### config.mk
export PLATFORM = sky130hd
export DESIGN_NAME = sem_front
export DESIGN_NICKNAME = d
export VERILOG_FILES = /design/src/rtl/core/sem_pkg.sv /design/src/rtl/core/sem_front.sv
export SDC_FILE = /design/constraint.sdc
export NUM_CORES = 1
export LEC_CHECK = 0
export ABC_AREA = 1
export BUFFER_PORTS_ARGS = -buffer_cell sky130_fd_sc_hd__buf_2
export CORE_AREA = 8 8 113 115
export DETAILED_ROUTE_END_ITERATION = 12
export DIE_AREA = 0 0 121 123
export PLACE_DENSITY = 0.67
export SETUP_SLACK_MARGIN = 0.15
export SYNTH_ARGS = -nofsm -noshare
export SYNTH_HDL_FRONTEND = slang
export SYNTH_SLANG_ARGS = --single-unit
### constraint.sdc
create_clock -name clk -period 3.2 [get_ports clk]
set_clock_uncertainty 0.2 [all_clocks]
set_input_delay 0.32 -clock clk [delete_from_list [all_inputs] [get_ports clk]]
set_output_delay 0.32 -clock clk [all_outputs]
set_load 0.05 [all_outputs]
### src/rtl/core/sem_pkg.sv
// Shared types and constants for the Sobel edge magnitude unit.
package sem_pkg;

    // Operation codes of an input word
    localparam logic OP_PIXEL = 1'b0;
    localparam logic OP_FLUSH = 1'b1;

    // Configuration register indexes (paddr bit 2)
    localparam logic REG_FRAME_WIDTH  = 1'b0;
    localparam logic REG_FRAME_HEIGHT = 1'b1;

    // Field and register widths
    localparam int PIXEL_BITS      = 8;
    localparam int EDGE_BITS       = 11;
    localparam int CFG_WIDTH_BITS  = 11;
    localparam int CFG_HEIGHT_BITS = 13;
    localparam int APB_ADDR_BITS   = 3;
    localparam int APB_DATA_BITS   = 32;

    // Register reset values
    localparam logic [CFG_WIDTH_BITS-1:0]  FRAME_WIDTH_RESET  = 11'd640;
    localparam logic [CFG_HEIGHT_BITS-1:0] FRAME_HEIGHT_RESET = 13'd480;

    // Depth of the command queue and of the result queue
    localparam int QUEUE_DEPTH    = 4;
    localparam int QUEUE_CNT_BITS = $clog2(QUEUE_DEPTH + 1);

    // Source of the result value
    typedef enum logic [1:0] {
        SEL_CENTER   = 2'd0,
        SEL_SOBEL    = 2'd1,
        SEL_PREV_MID = 2'd2
    } sel_t;

    // Control part of a command word from front to back
    typedef struct packed {
        logic emit;
        sel_t sel;
        logic frame_end;
    } cmd_ctrl_t;

endpackage

### src/rtl/core/sem_front.sv
// Front end: classifies each word and tracks input and output raster positions.
module sem_front #(
    parameter int MAX_WIDTH  = 1024,
    parameter int MAX_HEIGHT = 4096
) (
    input  logic                                 clk,
    input  logic                                 rst_n,
    input  logic                                 accept,
    input  logic                                 operation,
    input  logic [sem_pkg::PIXEL_BITS-1:0]       pixel_value,
    input  logic [$clog2(MAX_WIDTH+1)-1:0]       width_eff,
    input  logic [$clog2(MAX_HEIGHT+1)-1:0]      height_eff,
    output logic                                 push,
    output sem_pkg::cmd_ctrl_t                   cmd_ctrl,
    output logic [$clog2(MAX_WIDTH)-1:0]         cmd_col,
    output logic [sem_pkg::PIXEL_BITS-1:0]       cmd_px
);

    localparam int CW = $clog2(MAX_WIDTH);
    localparam int RW = $clog2(MAX_HEIGHT);
    localparam int PW = $clog2(MAX_WIDTH + 2);

    logic [CW-1:0] in_col_reg,  in_col_next;
    logic [RW-1:0] in_row_reg,  in_row_next;
    logic [CW-1:0] out_col_reg, out_col_next;
    logic [RW-1:0] out_row_reg, out_row_next;
    logic [PW-1:0] pending_reg, pending_next;

    logic          in_col_last;
    logic          in_row_last;
    logic          out_col_last;
    logic          out_row_last;
    logic          is_flush;
    logic          pix_emit;
    logic          flush_go;
    logic          emit;
    logic          interior;
    logic [CW-1:0] flush_col;

    // Position compares against the clamped frame size
    assign in_col_last  = ({1'b0, in_col_reg} + (CW+1)'(1)) >= (CW+1)'(width_eff);
    assign in_row_last  = ({1'b0, in_row_reg} + (RW+1)'(1)) >= (RW+1)'(height_eff);
    assign out_col_last = ({1'b0, out_col_reg} + (CW+1)'(1)) >= (CW+1)'(width_eff);
    assign out_row_last = ({1'b0, out_row_reg} + (RW+1)'(1)) >= (RW+1)'(height_eff);

    // Classification of the incoming word
    assign is_flush  = (operation == sem_pkg::OP_FLUSH);
    assign pix_emit  = pending_reg >= (PW'(width_eff) + PW'(1));
    assign flush_go  = (pending_reg != '0);
    assign emit      = is_flush ? flush_go : pix_emit;
    assign interior  = (out_row_reg != '0) && !out_row_last && (out_col_reg != '0);
    assign flush_col = out_col_last ? '0 : out_col_reg + 1'b1;

    // Command word
    assign push               = accept && (!is_flush || flush_go);
    assign cmd_col            = is_flush ? flush_col : in_col_reg;
    assign cmd_px             = is_flush ? '0 : pixel_value;
    assign cmd_ctrl.emit      = emit;
    assign cmd_ctrl.frame_end = out_col_last && out_row_last;
    assign cmd_ctrl.sel       = out_col_last ? sem_pkg::SEL_PREV_MID :
                                interior     ? sem_pkg::SEL_SOBEL    :
                                               sem_pkg::SEL_CENTER;

    // Counter next state
    always_comb
    begin
        in_col_next  = in_col_reg;
        in_row_next  = in_row_reg;
        out_col_next = out_col_reg;
        out_row_next = out_row_reg;
        pending_next = pending_reg;
        if (push)
        begin
            if (!is_flush)
            begin
                if (in_col_last)
                begin
                    in_col_next = '0;
                    in_row_next = in_row_last ? '0 : in_row_reg + 1'b1;
                end
                else
                begin
                    in_col_next = in_col_reg + 1'b1;
                end
                if (!pix_emit)
                begin
                    pending_next = pending_reg + 1'b1;
                end
            end
            else
            begin
                pending_next = pending_reg - 1'b1;
            end
            if (emit)
            begin
                if (out_col_last)
                begin
                    out_col_next = '0;
                    out_row_next = out_row_last ? '0 : out_row_reg + 1'b1;
                end
                else
                begin
                    out_col_next = out_col_reg + 1'b1;
                end
            end
        end
    end

    always_ff @(posedge clk or negedge rst_n)
    begin
        if (!rst_n)
        begin
            in_col_reg  <= '0;
            in_row_reg  <= '0;
            out_col_reg <= '0;
            out_row_reg <= '0;
            pending_reg <= '0;
        end
        else
        begin
            in_col_reg  <= in_col_next;
            in_row_reg  <= in_row_next;
            out_col_reg <= out_col_next;
            out_row_reg <= out_row_next;
            pending_reg <= pending_next;
        end
    end

endmodule

==> impl_summary.md <==
Status
The flow ran to the end, but the final reports show violations. The final reports fail on hold timing, setup timing.

Logic synthesis
The average instance in the mapped netlist occupies between 6 and 7 µm². Summed over all instances, the cell type with the most area after synthesis is sky130_fd_sc_hd__dfrtp_1. For this run, the number of Yosys warnings is 0. Synthesis produced a netlist with a net count of 840.

The cell count after synthesis came out at about 740. The async set or reset register ratio after synthesis is 1.000. Sorting the synthesized cells by area gives the leading types as sky130_fd_sc_hd__dfrtp_1 22%, sky130_fd_sc_hd__nand2_1 17%, sky130_fd_sc_hd__ha_1 16%. The share of the Yosys chip area taken by registers is 0.2211. The netlist uses slightly above 40 different library cells. The netlist area before placement is around 0.0049 mm². The portion of synthesized cell area occupied by the leading cell type is 0.2211. By count the netlist is led by 225 x sky130_fd_sc_hd__nand2_1, 122 x sky130_fd_sc_hd__inv_1, 75 x sky130_fd_sc_hd__nor2_1, 62 x sky130_fd_sc_hd__ha_1. The library cell with the highest instance count after synthesis is sky130_fd_sc_hd__nand2_1.

The number of register bits inferred by synthesis is 43. For this run, the leading register cell type out of synthesis is sky130_fd_sc_hd__dfrtp_1. The number of enable flip-flop cells after synthesis is 0.

STA
Setup violations remaining at the end of the flow were counted as 12. The number of endpoints with negative hold slack in the final report is 5. The final critical path time including I/O delays and setup is 3379 ps. The highest achievable clock rate is 296.0 MHz.

The final worst slack is -178.9 ps. The headroom to the max-slew limit is 0.3172. Setup repair after global routing could not meet its margin everywhere. Dividing the final minimum period by the clock period gives 1.056. At the pin with the least slew margin, the transition time is 1024 ps.

The tightest hold path in the finished design has a slack of -14.34 ps. The number of max-slew violations in the final report is 0.

Clocking
Clock tree synthesis found a total of 43 sinks. The clock-pin slew reported for the worst setup and hold paths after clock tree synthesis is ~60 ps. TritonCTS built the clock tree.

The root buffer cell is sky130_fd_sc_hd__clkbuf_16. The H-tree depth is 2. For this design, the CTS-stage hold fixing added 0 buffers. Buffers inserted during clock tree synthesis total 5. The number of buffers on the longest clock path is 2.

The later pin in the worst-skew pair is clocked with a latency of between 200 and 300 ps.

Worst setup path
Setup slack on the worst reg-to-reg path comes out at between 150 and 200 ps. STA classifies the critical path startpoint as a register. The critical setup path kind is reg2out. STA classifies the critical path endpoint as a primary output. The number of cells on the worst reg-to-reg path is 16. The total buffers and inverters traversed by the critical path is 5. The kind of cell with the highest combined delay along the critical path is simple AND/OR/NAND/NOR gates. The end of the worst register-to-register path is out_row_reg[5].

The largest individual stage delay along the critical path comes from the cell sky130_fd_sc_hd__dfrtp_1. The arrival time of the worst setup path is around 2900 ps. The critical path data required time is about 2700 ps.

The stage delay of the slowest cell on the critical path is ~350 ps. The maximum fanout encountered on the critical timing path is 7. The worst reg2reg path startpoint is out_col_reg[0].

The critical path goes through buf_4, inv_2, nor2_4, nand3_1, xor2_2, ha_1, nand2_2, nor2_1, nand3_1, inv_1, nor2_4, buf_12, nand2_4, o21ai_2, buf_6.

Detailed routing
The number of antenna-violating nets in the routed design is 0. The via count is 4772. In the routed design, unresolved DRC markers number 0. The first detailed-routing pass took 5 iterations. In the final routed layout, each cell accounts on average for roughly 13 µm. After the first detailed-routing iteration, the DRC count stood at roughly 300. The final layout contains routed wiring with a total length of 12790 µm. Using the TritonRoute via totals, the vias-per-cell ratio works out to 4.894.

Flow run
Across the run, the number of max-cap violations was 0.

Floorplan
The number of placement rows is 39. In this run the standard cell core region covers 0.01108 mm². The initial core utilization is 0.4394. From bottom edge to top edge, the die measures around 120 µm. The die covers 0.01488 mm².

59 I/O pins were placed. The horizontal die dimension is approximately 120 µm.

Cells and area
The register with the most flip-flops in the layout has 12 of them. The number of fill cells in the layout is around 1000. The number of antenna diodes in the final layout is 0. The area growth from synthesis to layout is 26.14%.

The utilization after layout is 0.5543. The net count of the finished layout is 930. The fraction of final layout cells sized beyond drive strength 1 is 0.2476.

Power and ir drop
The power density of the placed cells is roughly 550 mW/mm². The leakage power is roughly 3.4 nW. The design draws 3.367 mW. The maximum resistive drop on vdd is around 0.35 mV.

Placement
The placed wire-length estimate is approximately 9500 µm. Routability-driven placement finished with a final weighted congestion of about 0.88. Input and output buffers added on the ports amount to between 50 and 60.

GRT
The wire length of the first global-routing pass is between 20000 and 25000 µm. Entering global routing, the biggest net connects 44 pins. The via count of the first global-routing pass is approximately 4400. For this run the aggregate overflow at the end of global routing stands at 0.

The number of antenna violations at the first check in global routing came to 0. The overall routing resource usage is 0.1714.

Worst hold path
The path class of the tightest hold or removal check is in2async.
==> per-layer routing <==
layer	routed length, µm	GRT usage	up-vias
li1	-	-	2527
met1	6140	0.2298	2100
met5	0	0	-
met2	5784	0.2798	120
met4	247	0.05621	0
met3	616	0.02237	25
==> placed cells by master, fill, tap and decap left out, types with 4 or more instances in the layout <==
cell type,netlist,layout
sky130_fd_sc_hd__a21oi_1,21,19
sky130_fd_sc_hd__buf_2,5,42
sky130_fd_sc_hd__buf_4,3,39
sky130_fd_sc_hd__buf_6,4,14
sky130_fd_sc_hd__clkbuf_16,0,5
sky130_fd_sc_hd__dfrtp_1,43,38
sky130_fd_sc_hd__dfrtp_2,0,5
sky130_fd_sc_hd__ha_1,62,55
sky130_fd_sc_hd__ha_4,0,5
sky130_fd_sc_hd__inv_1,122,118
sky130_fd_sc_hd__inv_2,2,6
sky130_fd_sc_hd__nand2_1,225,207
sky130_fd_sc_hd__nand2_2,3,13
sky130_fd_sc_hd__nand2_4,2,10
sky130_fd_sc_hd__nand3_1,43,40
sky130_fd_sc_hd__nand3_2,3,5
sky130_fd_sc_hd__nand4_1,24,24
sky130_fd_sc_hd__nor2_1,75,67
sky130_fd_sc_hd__nor2_2,3,7
sky130_fd_sc_hd__nor2_4,1,5
sky130_fd_sc_hd__nor3_1,5,4
sky130_fd_sc_hd__nor4_1,6,6
sky130_fd_sc_hd__o21ai_0,10,8
sky130_fd_sc_hd__o21ai_2,16,27
sky130_fd_sc_hd__o21bai_1,4,4
sky130_fd_sc_hd__xnor2_1,6,6
sky130_fd_sc_hd__xor2_1,20,18
==> cell type report <==
| type | count | area (µm²) | share of cell area |
|---|---|---|---|
| Sequential cell | 43 | 1082 | 0.1763 |
| Timing Repair Buffer | 99 | 725.7 | 0.1182 |
| Clock inverter | 2 | 35.03 | 0.005706 |
| Inverter | 127 | 479.2 | 0.07805 |
| Clock buffer | 6 | 138.9 | 0.02262 |
| Tap cell | 143 | 178.9 | 0.02914 |
| Multi-Input combinational cell | 555 | 3500 | 0.5700 |
==> power by group <==
| group | switching, mW | internal, mW |
|---|---|---|
| combinational | 1.16 | 0.769 |
| clock | 0.216 | 0.388 |
| sequential | 0.167 | 0.670 |
==> what timing repair did <==
action	CTS	global route
buffers inserted	14	15
gates resized for setup	60	51
pin swaps	19	40
endpoints found under the setup margin	14	41
==> metrics by stage <==
step	area, µm²	setup TNS (ps)	hold WS (ps)	setup slack (ps)	instances
after global routing	6140	-2859	82.46	-278.6	975
after CTS	5832	-783.4	47.26	-80.75	960
final	6140	-1671	-14.34	-178.9	975
after global placement	5343	0	321.4	74.41	938
after floorplan	4907	0	-175.6	198.8	741
after detailed placement	5343	0	325.6	89.18	938
==> cells by family after synthesis <==
logic type      after synthesis  share of synthesized area
simple gates                399                     0.3594
buf+inv                     143                     0.1234
flops                        43                     0.2211
fa+ha+maj                    63                     0.1635
xor+xnor                     26                    0.04679
compound gates               67                    0.08586
==> how the worst max path moves through the flow <==
stage	startpoint	end	slack (ps)	depth (start not counted)
6_report	out_col_reg[0]	cmd_col[8]	-180	15
5_1_grt	out_col_reg[1]	cmd_col[8]	-280	17
4_1_cts	out_col_reg[0]	cmd_col[7]	-80	19
3_5_place_dp	width_eff[0]	out_col_reg[1]	90	19
3_3_place_gp	width_eff[0]	out_col_reg[1]	70	19
2_1_floorplan	out_col_reg[1]	cmd_col[5]	200	15
Note: power is estimated with default switching activity, not from simulation.
