`config.mk`:
```
export PLATFORM = sky130hd
export DESIGN_NAME = sem_fifo
export DESIGN_NICKNAME = d
export VERILOG_FILES = /design/src/rtl/core/sem_fifo.sv
export SDC_FILE = /design/constraint.sdc
export NUM_CORES = 1
export LEC_CHECK = 0
export ABC_AREA = 1
export BUFFER_PORTS_ARGS = -buffer_cell sky130_fd_sc_hd__buf_2
export CORE_UTILIZATION = 60
export CTS_CLUSTER_DIAMETER = 30
export DETAILED_ROUTE_END_ITERATION = 7
export GPL_TIMING_DRIVEN = 0
export PLACE_DENSITY = 0.83
export SYNTH_ARGS = -nofsm -noshare
export SYNTH_HDL_FRONTEND = slang
export SYNTH_SLANG_ARGS = --single-unit
```
`constraint.sdc`:
```
create_clock -name clk -period 2.8 [get_ports clk]
set_clock_uncertainty 0.1 [all_clocks]
set_input_delay 0.56 -clock clk [delete_from_list [all_inputs] [get_ports clk]]
set_output_delay 0.56 -clock clk [all_outputs]
set_load 0.01 [all_outputs]
```
`src/rtl/core/sem_fifo.sv`:
```
// Small register queue used for commands and for results.
module sem_fifo #(
    parameter int WIDTH = 8,
    parameter int DEPTH = 4
) (
    input  logic                         clk,
    input  logic                         rst_n,
    input  logic                         push,
    input  logic [WIDTH-1:0]             push_data,
    input  logic                         pop,
    output logic [WIDTH-1:0]             pop_data,
    output logic [$clog2(DEPTH+1)-1:0]   count
);

    localparam int PTR_BITS = (DEPTH > 1) ? $clog2(DEPTH) : 1;
    localparam int CNT_BITS = $clog2(DEPTH + 1);

    logic [WIDTH-1:0]    entry_reg [DEPTH];
    logic [PTR_BITS-1:0] wr_ptr_reg;
    logic [PTR_BITS-1:0] rd_ptr_reg;
    logic [CNT_BITS-1:0] count_reg;
    logic [PTR_BITS-1:0] wr_ptr_next;
    logic [PTR_BITS-1:0] rd_ptr_next;
    logic [CNT_BITS-1:0] count_next;

    assign pop_data = entry_reg[rd_ptr_reg];
    assign count    = count_reg;

    // Pointer and fill count update
    always_comb
    begin
        wr_ptr_next = wr_ptr_reg;
        rd_ptr_next = rd_ptr_reg;
        count_next  = count_reg;
        if (push)
        begin
            wr_ptr_next = (wr_ptr_reg == PTR_BITS'(DEPTH - 1)) ? '0 : wr_ptr_reg + 1'b1;
        end
        if (pop)
        begin
            rd_ptr_next = (rd_ptr_reg == PTR_BITS'(DEPTH - 1)) ? '0 : rd_ptr_reg + 1'b1;
        end
        if (push && !pop)
        begin
            count_next = count_reg + 1'b1;
        end
        else if (pop && !push)
        begin
            count_next = count_reg - 1'b1;
        end
    end

    always_ff @(posedge clk or negedge rst_n)
    begin
        if (!rst_n)
        begin
            wr_ptr_reg <= '0;
            rd_ptr_reg <= '0;
            count_reg  <= '0;
        end
        else
        begin
            wr_ptr_reg <= wr_ptr_next;
            rd_ptr_reg <= rd_ptr_next;
            count_reg  <= count_next;
        end
    end

    // Storage, no reset
    always_ff @(posedge clk)
    begin
        if (push)
        begin
            entry_reg[wr_ptr_reg] <= push_data;
        end
    end

endmodule

```
==> key figures, run 1 <==
Outcome
  • Status: finished, final reports clean

Global routing
  • GRT overflow: 0
  • Initial antenna violation count: 0
  • Vias in the first global route: 1091
  • Gr usage total: 0.240
  • Largest net degree at the start of global routing: 13
  • First-pass GRT wire length: 4690 microns

Routing
  • DRT Pass-1 Iters: 4
  • DR vias: 1095
  • WL/cell: 14.7 microns
  • Drt via density: 5.39
  • Drt total wl: 2990 microns
  • Antenna Nets Post-Route: 0
  • Number of DRC markers in iteration 0: 33
  • DRC: 0

Die
  • Core Box Area: 2570 sq um
  • # IOs: 23
  • Row count: 18
  • Die X: 55.1 microns
  • Initial Util: 0.659
  • Chip height: 55.1 microns
  • Die ar.: 3040 sq um

Timing
  • Slew margin rel.: 0.757
  • FMAX: 477 MHz
  • Final Hold Viols: 0
  • Slew Viols, Final: 0
  • Final worst setup slack: 702 ps
  • Setup violations, final: 0
  • Crit share post-route: 0.749
  • Setup_tns: 0 ps
  • Final worst path period need: 2100 ps
  • Worst-Margin Slew: 365 ps
  • Unrepaired setup endpoints after global routing: false

Placed design
  • Hpwl dp: 2070 microns
  • Routability Congestion: 0.786
  • Buffers added on ports: 22
  • Pre-CTS WS: 939 ps

Final layout
  • Share of cells above drive strength 1: 0.202
  • Most frequent cells in the layout: nand2_1 (38), edfxtp_1 (32), inv_1 (27)
  • Filler cells: 175
  • Max reg flops: 32
  • Register area: 1140 sq um
  • Most common cell after layout, fill and taps aside: nand2_1
  • Area of the multi-input gates: 407 sq um
  • Area delta synth->final: 13.8%
  • Fin nets: 191
  • Ant diodes: 0

Logic synthesis
  • Synth Cell Area: 1690 sq um
  • Yosys reg bits: 39
  • Mapped Avg Cell Area: 11.9 sq um
  • Post-synth net total: 161
  • Synth cell types: 16
  • Mapped Cells: 142
  • Synth warn: 0
  • Sequential fraction of the synthesis area: 0.671

Critical path
  • Worst setup path class: flop to primary output
  • CP Data Required Time: 2140 ps
  • Worst Setup Start Kind: flop
  • Crit-path leading delay family: buffers and inverters
  • Top fanout value on the critical path: 9
  • Crit-path slowest cell: dfrtp_1
  • CP bufs+invs: 3
  • Critical path data arrival time: 1440 ps
  • Cell Chain, Critical Path: buf_4, inv_2, o211ai_1, nand2_1, buf_2
  • Setup crit end kind: primary output
  • Max stage delay on crit path: 410 ps

Power and ir drop
  • Pwr/cell area: 969 nW/um^2
  • Lkg Pwr: 0.000886 uW
  • Worst VDD drop: 852 uV

Clock network
  • Root Buffer: clkbuf_4
  • Clk slew on worst S/H paths: 110 ps
  • Later-pin clock latency in the skew report: 340 ps
  • Cts bufs inserted: 5
  • CTS tree: yes
  • H-tree levels: 2
  • CTS sink cnt: 39
  • Clk buf depth: 2

Flow run
  • Max-cap violations: 0

Worst hold path
  • Hold Path Class: primary input to flop
==> cells in the mapped netlist, drive strengths merged <==
cell	instances	area [sq um]
nand3	1	5.00
edfxtp	32	961
ha	6	75.1
inv	29	109
nand4	1	6.26
nand2	38	143
o211ai	16	120
fa	1	20.0
o21ai	4	20.0
dfrtp	7	175
a21oi	1	5.00
nor2	1	3.75
xnor2	1	8.76
buf	4	41.3
==> per-stage QoR <==
stage          std cells  hold slack [ps]  cell area (sq um)  power, uW  utilization
2_1_floorplan        142              164               1690       1280            -
3_3_place_gp         194              296               1840       1470        0.717
3_5_place_dp         194              304               1840       1520        0.717
4_1_cts              203              309               1930       1880        0.750
5_1_grt              203              309               1930       2000        0.750
6_report             203              320               1930       1870        0.750
==> path summary, 6_finish.rpt <==
kind                                           start                         to  slack [ps]  cells past startpoint
max                        rd_ptr_reg[1]$_DFFE_PN0P_                pop_data[3]         700                      5
min                                     push_data[4]  entry_reg[0][4]$_DFFE_PP_         320                      1
max reg2reg                wr_ptr_reg[0]$_DFFE_PN0P_  entry_reg[2][0]$_DFFE_PP_        1330                      4
min reg2reg                     count[2]$_DFFE_PN0P_       count[2]$_DFFE_PN0P_         410                      2
max in group asynchronous                      rst_n  rd_ptr_reg[1]$_DFFE_PN0P_        1970                      2
min in group asynchronous                      rst_n  wr_ptr_reg[1]$_DFFE_PN0P_         470                      2
==> repair_timing <==
action / CTS / global route
hold buffers: 1 / 0
resized for setup: 0 / 0
setup buffers: 0 / 0
endpoints found under the hold margin: 7 / 0
==> cell type report <==
cell class	count	share of cell area
buffer	4	0.0214
clock buffer	5	0.0195
timing repair buffer	23	0.0623
sequential	39	0.590
inverter	29	0.0565
clock inverter	3	0.0201
tap	30	0.0195
multi-input combinational	70	0.211
==> layer usage <==
metal | vias up | wire length (microns) | GRT usage | part of all wire
li1 | 534 | - | - | -
met1 | 512 | 1140 | 0.275 | 0.38
met2 | 38 | 1580 | 0.410 | 0.53
met3 | 11 | 196 | 0.0628 | 0.066
met4 | 0 | 72 | 0.129 | 0.024
met5 | - | 0 | 0 | 0
==> report_power, final <==
| part | total, uW | switching [uW] | internal (uW) |
|---|---|---|---|
| clock network | 356 | 172 | 183 |
| logic | 674 | 417 | 258 |
| registers | 836 | 66.0 | 770 |
==> kinds of logic (layout without fill, tap and decap cells) <==
logic type | Yosys count | after routing | share of synthesized area
adders and majority gates | 7 | 7 | 0.0562
and+or+nand+nor | 41 | 41 | 0.0931
AOI/OAI and AO/OA | 21 | 21 | 0.0857
DFF | 39 | 39 | 0.671
buffers and inverters | 33 | 64 | 0.0887
xor gates and xnor gates | 1 | 1 | 0.00517
Note: power is estimated with default switching activity, not from simulation.
==> run 2: changes to the inputs <==
--- a/config.mk
+++ b/config.mk
@@ -7,11 +7,11 @@
 export LEC_CHECK = 0
 export ABC_AREA = 1
 export BUFFER_PORTS_ARGS = -buffer_cell sky130_fd_sc_hd__buf_2
-export CORE_UTILIZATION = 60
+export CORE_UTILIZATION = 56
 export CTS_CLUSTER_DIAMETER = 30
 export DETAILED_ROUTE_END_ITERATION = 7
 export GPL_TIMING_DRIVEN = 0
-export PLACE_DENSITY = 0.83
+export PLACE_DENSITY = 0.78
 export SYNTH_ARGS = -nofsm -noshare
 export SYNTH_HDL_FRONTEND = slang
 export SYNTH_SLANG_ARGS = --single-unit
==> constraint.sdc (replaced) <==
create_clock -name clk -period 2 [get_ports clk]
set_clock_uncertainty 0.1 [all_clocks]
set_input_delay 0.4 -clock clk [delete_from_list [all_inputs] [get_ports clk]]
set_output_delay 0.4 -clock clk [all_outputs]
set_load 0.01 [all_outputs]
==> key figures, run 2 (synthesis gave the netlist of run 1 again) <==
Routing
  • Drt total wl: 3050 microns
  • Number of DRC markers in iteration 0: 41
  • Antenna Nets Post-Route: 0
  • DR vias: 1092
  • DRT Pass-1 Iters: 4
  • DRC: 0
  • WL/cell: 14.9 microns
  • Drt via density: 5.35

Final layout
  • Fin nets: 191
  • Most frequent cells in the layout: nand2_1 (38), edfxtp_1 (32), inv_1 (27)
  • Area delta synth->final: 15.0%
  • Max reg flops: 32
  • Ant diodes: 0
  • Share of cells above drive strength 1: 0.208
  • Post-route core utilization: 0.694
  • Most common cell after layout, fill and taps aside: nand2_1

Clock network
  • H-tree levels: 2
  • CTS sink cnt: 39
  • Clk buf depth: 2
  • Clk slew on worst S/H paths: 120 ps
  • CTS tree: yes
  • Cts bufs inserted: 5
  • Root Buffer: clkbuf_4
  • Later-pin clock latency in the skew report: 330 ps

Global routing
  • First-pass GRT wire length: 4910 microns
  • Initial antenna violation count: 0
  • Gr usage total: 0.214
  • Vias in the first global route: 1066
  • GRT overflow: 0
  • Largest net degree at the start of global routing: 13

Timing
  • Worst-Margin Slew: 379 ps
  • Setup violations, final: 0
  • Crit share post-route: 0.966
  • Final Hold Viols: 0
  • Slew margin rel.: 0.747
  • Setup_tns: 0 ps
  • FMAX: 518 MHz
  • Final worst path period need: 1930 ps
  • Slew Viols, Final: 0
  • Unrepaired setup endpoints after global routing: true

Critical path
  • Most frequent cell on the critical path: nand2_1
  • CP Data Required Time: 1500 ps
  • Crit-path slowest cell: dfrtp_1
  • Crit-path leading delay family: flip-flops
  • Path depth of the worst reg2reg path: 4
  • Top fanout value on the critical path: 10
  • Critical path data arrival time: 1430 ps
  • Worst setup path class: flop to primary output
  • Cell Chain, Critical Path: inv_4, buf_8, nand2_1, o211ai_1, nand2_1, buf_2
  • Max stage delay on crit path: 440 ps
  • Setup crit end kind: primary output
  • CP bufs+invs: 3
  • Critical Path Stages: 6
  • Worst Setup Start Kind: flop

Die
  • Die X: 57.0 microns
  • # IOs: 23
  • Core Box Area: 2810 sq um
  • Die ar.: 3250 sq um
  • Row count: 19
  • Initial Util: 0.603
  • Chip height: 57.0 microns

Flow run
  • Max-cap violations: 0

Power and ir drop
  • Pwr/cell area: 1380 nW/um^2
  • Lkg Pwr: 0.000894 uW
  • Worst VDD drop: 939 uV

Placed design
  • Hpwl dp: 2120 microns
  • Routability Congestion: 0.666
  • Buffers added on ports: 22

Worst hold path
  • Hold Path Stages: 1
  • Hold Path Class: primary input to flop

Outcome
  • Status: finished, final reports clean
[run 2: worst paths after layout]
kind / from / end / slack, ps
setup / recovery: rd_ptr_reg[0]$_DFFE_PN0P_ / pop_data[0] / 70
hold / removal: push_data[5] / entry_reg[2][5]$_DFFE_PP_ / 160
setup reg to reg: wr_ptr_reg[1]$_DFFE_PN0P_ / entry_reg[1][3]$_DFFE_PP_ / 550
hold reg to reg: count[2]$_DFFE_PN0P_ / count[2]$_DFFE_PN0P_ / 410
max in group asynchronous: rst_n / wr_ptr_reg[0]$_DFFE_PN0P_ / 1310
min in group asynchronous: rst_n / rd_ptr_reg[0]$_DFFE_PN0P_ / 330
[run 2: final cells by class]
cell class              count  area [sq um]
clock buffers               6          51.3
multi-input cells          70           407
flip-flops and latches     39          1140
plain buffers               4          45.0
repair buffers             23           120
clock inverters             2          35.0
inverters                  29           114
well taps                  31          38.8
fillers                   205           858
[run 2: power by group]
group	total, uW	switching (uW)	internal, uW
Combinational	969	595	374
Sequential	1170	93.8	1080
Clock	542	247	296
[run 2: timing repair]
item,CTS,global route
setup endpoints to repair,0,8
resized for setup,0,3
hold buffers,1,0
endpoints found under the hold margin,7,0
setup buffers,0,0
[run 2: worst register-to-register path, cell delays in order, from the launching register on]
cell and delay, ps:
dfrtp_1 430, inv_1 100, ha_1 150, nand2_1 50
inv_1 290
[run 2: metrics by stage]
| stage | hold WS (ps) | setup slack (ps) | std cells | total power [uW] | area [sq um] |
|---|---|---|---|---|---|
| 2_1_floorplan | 4.41 | 539 | 142 | 1790 | 1690 |
| 3_3_place_gp | 137 | 352 | 195 | 2060 | 1840 |
| 3_5_place_dp | 143 | 236 | 195 | 2150 | 1840 |
| 4_1_cts | 160 | 7.39 | 204 | 2690 | 1940 |
| 5_1_grt | 151 | -17.6 | 204 | 2850 | 1950 |
| 6_report | 164 | 67.7 | 204 | 2680 | 1950 |
[run 2: per-layer routing]
layer	GRT usage	up-vias	part of all wire	wire, microns
met3	0.0476	5	0.037	113
met5	0	-	0	0
li1	-	533	-	-
met4	0.0836	0	0.013	40
met1	0.250	529	0.41	1240
met2	0.385	25	0.54	1660
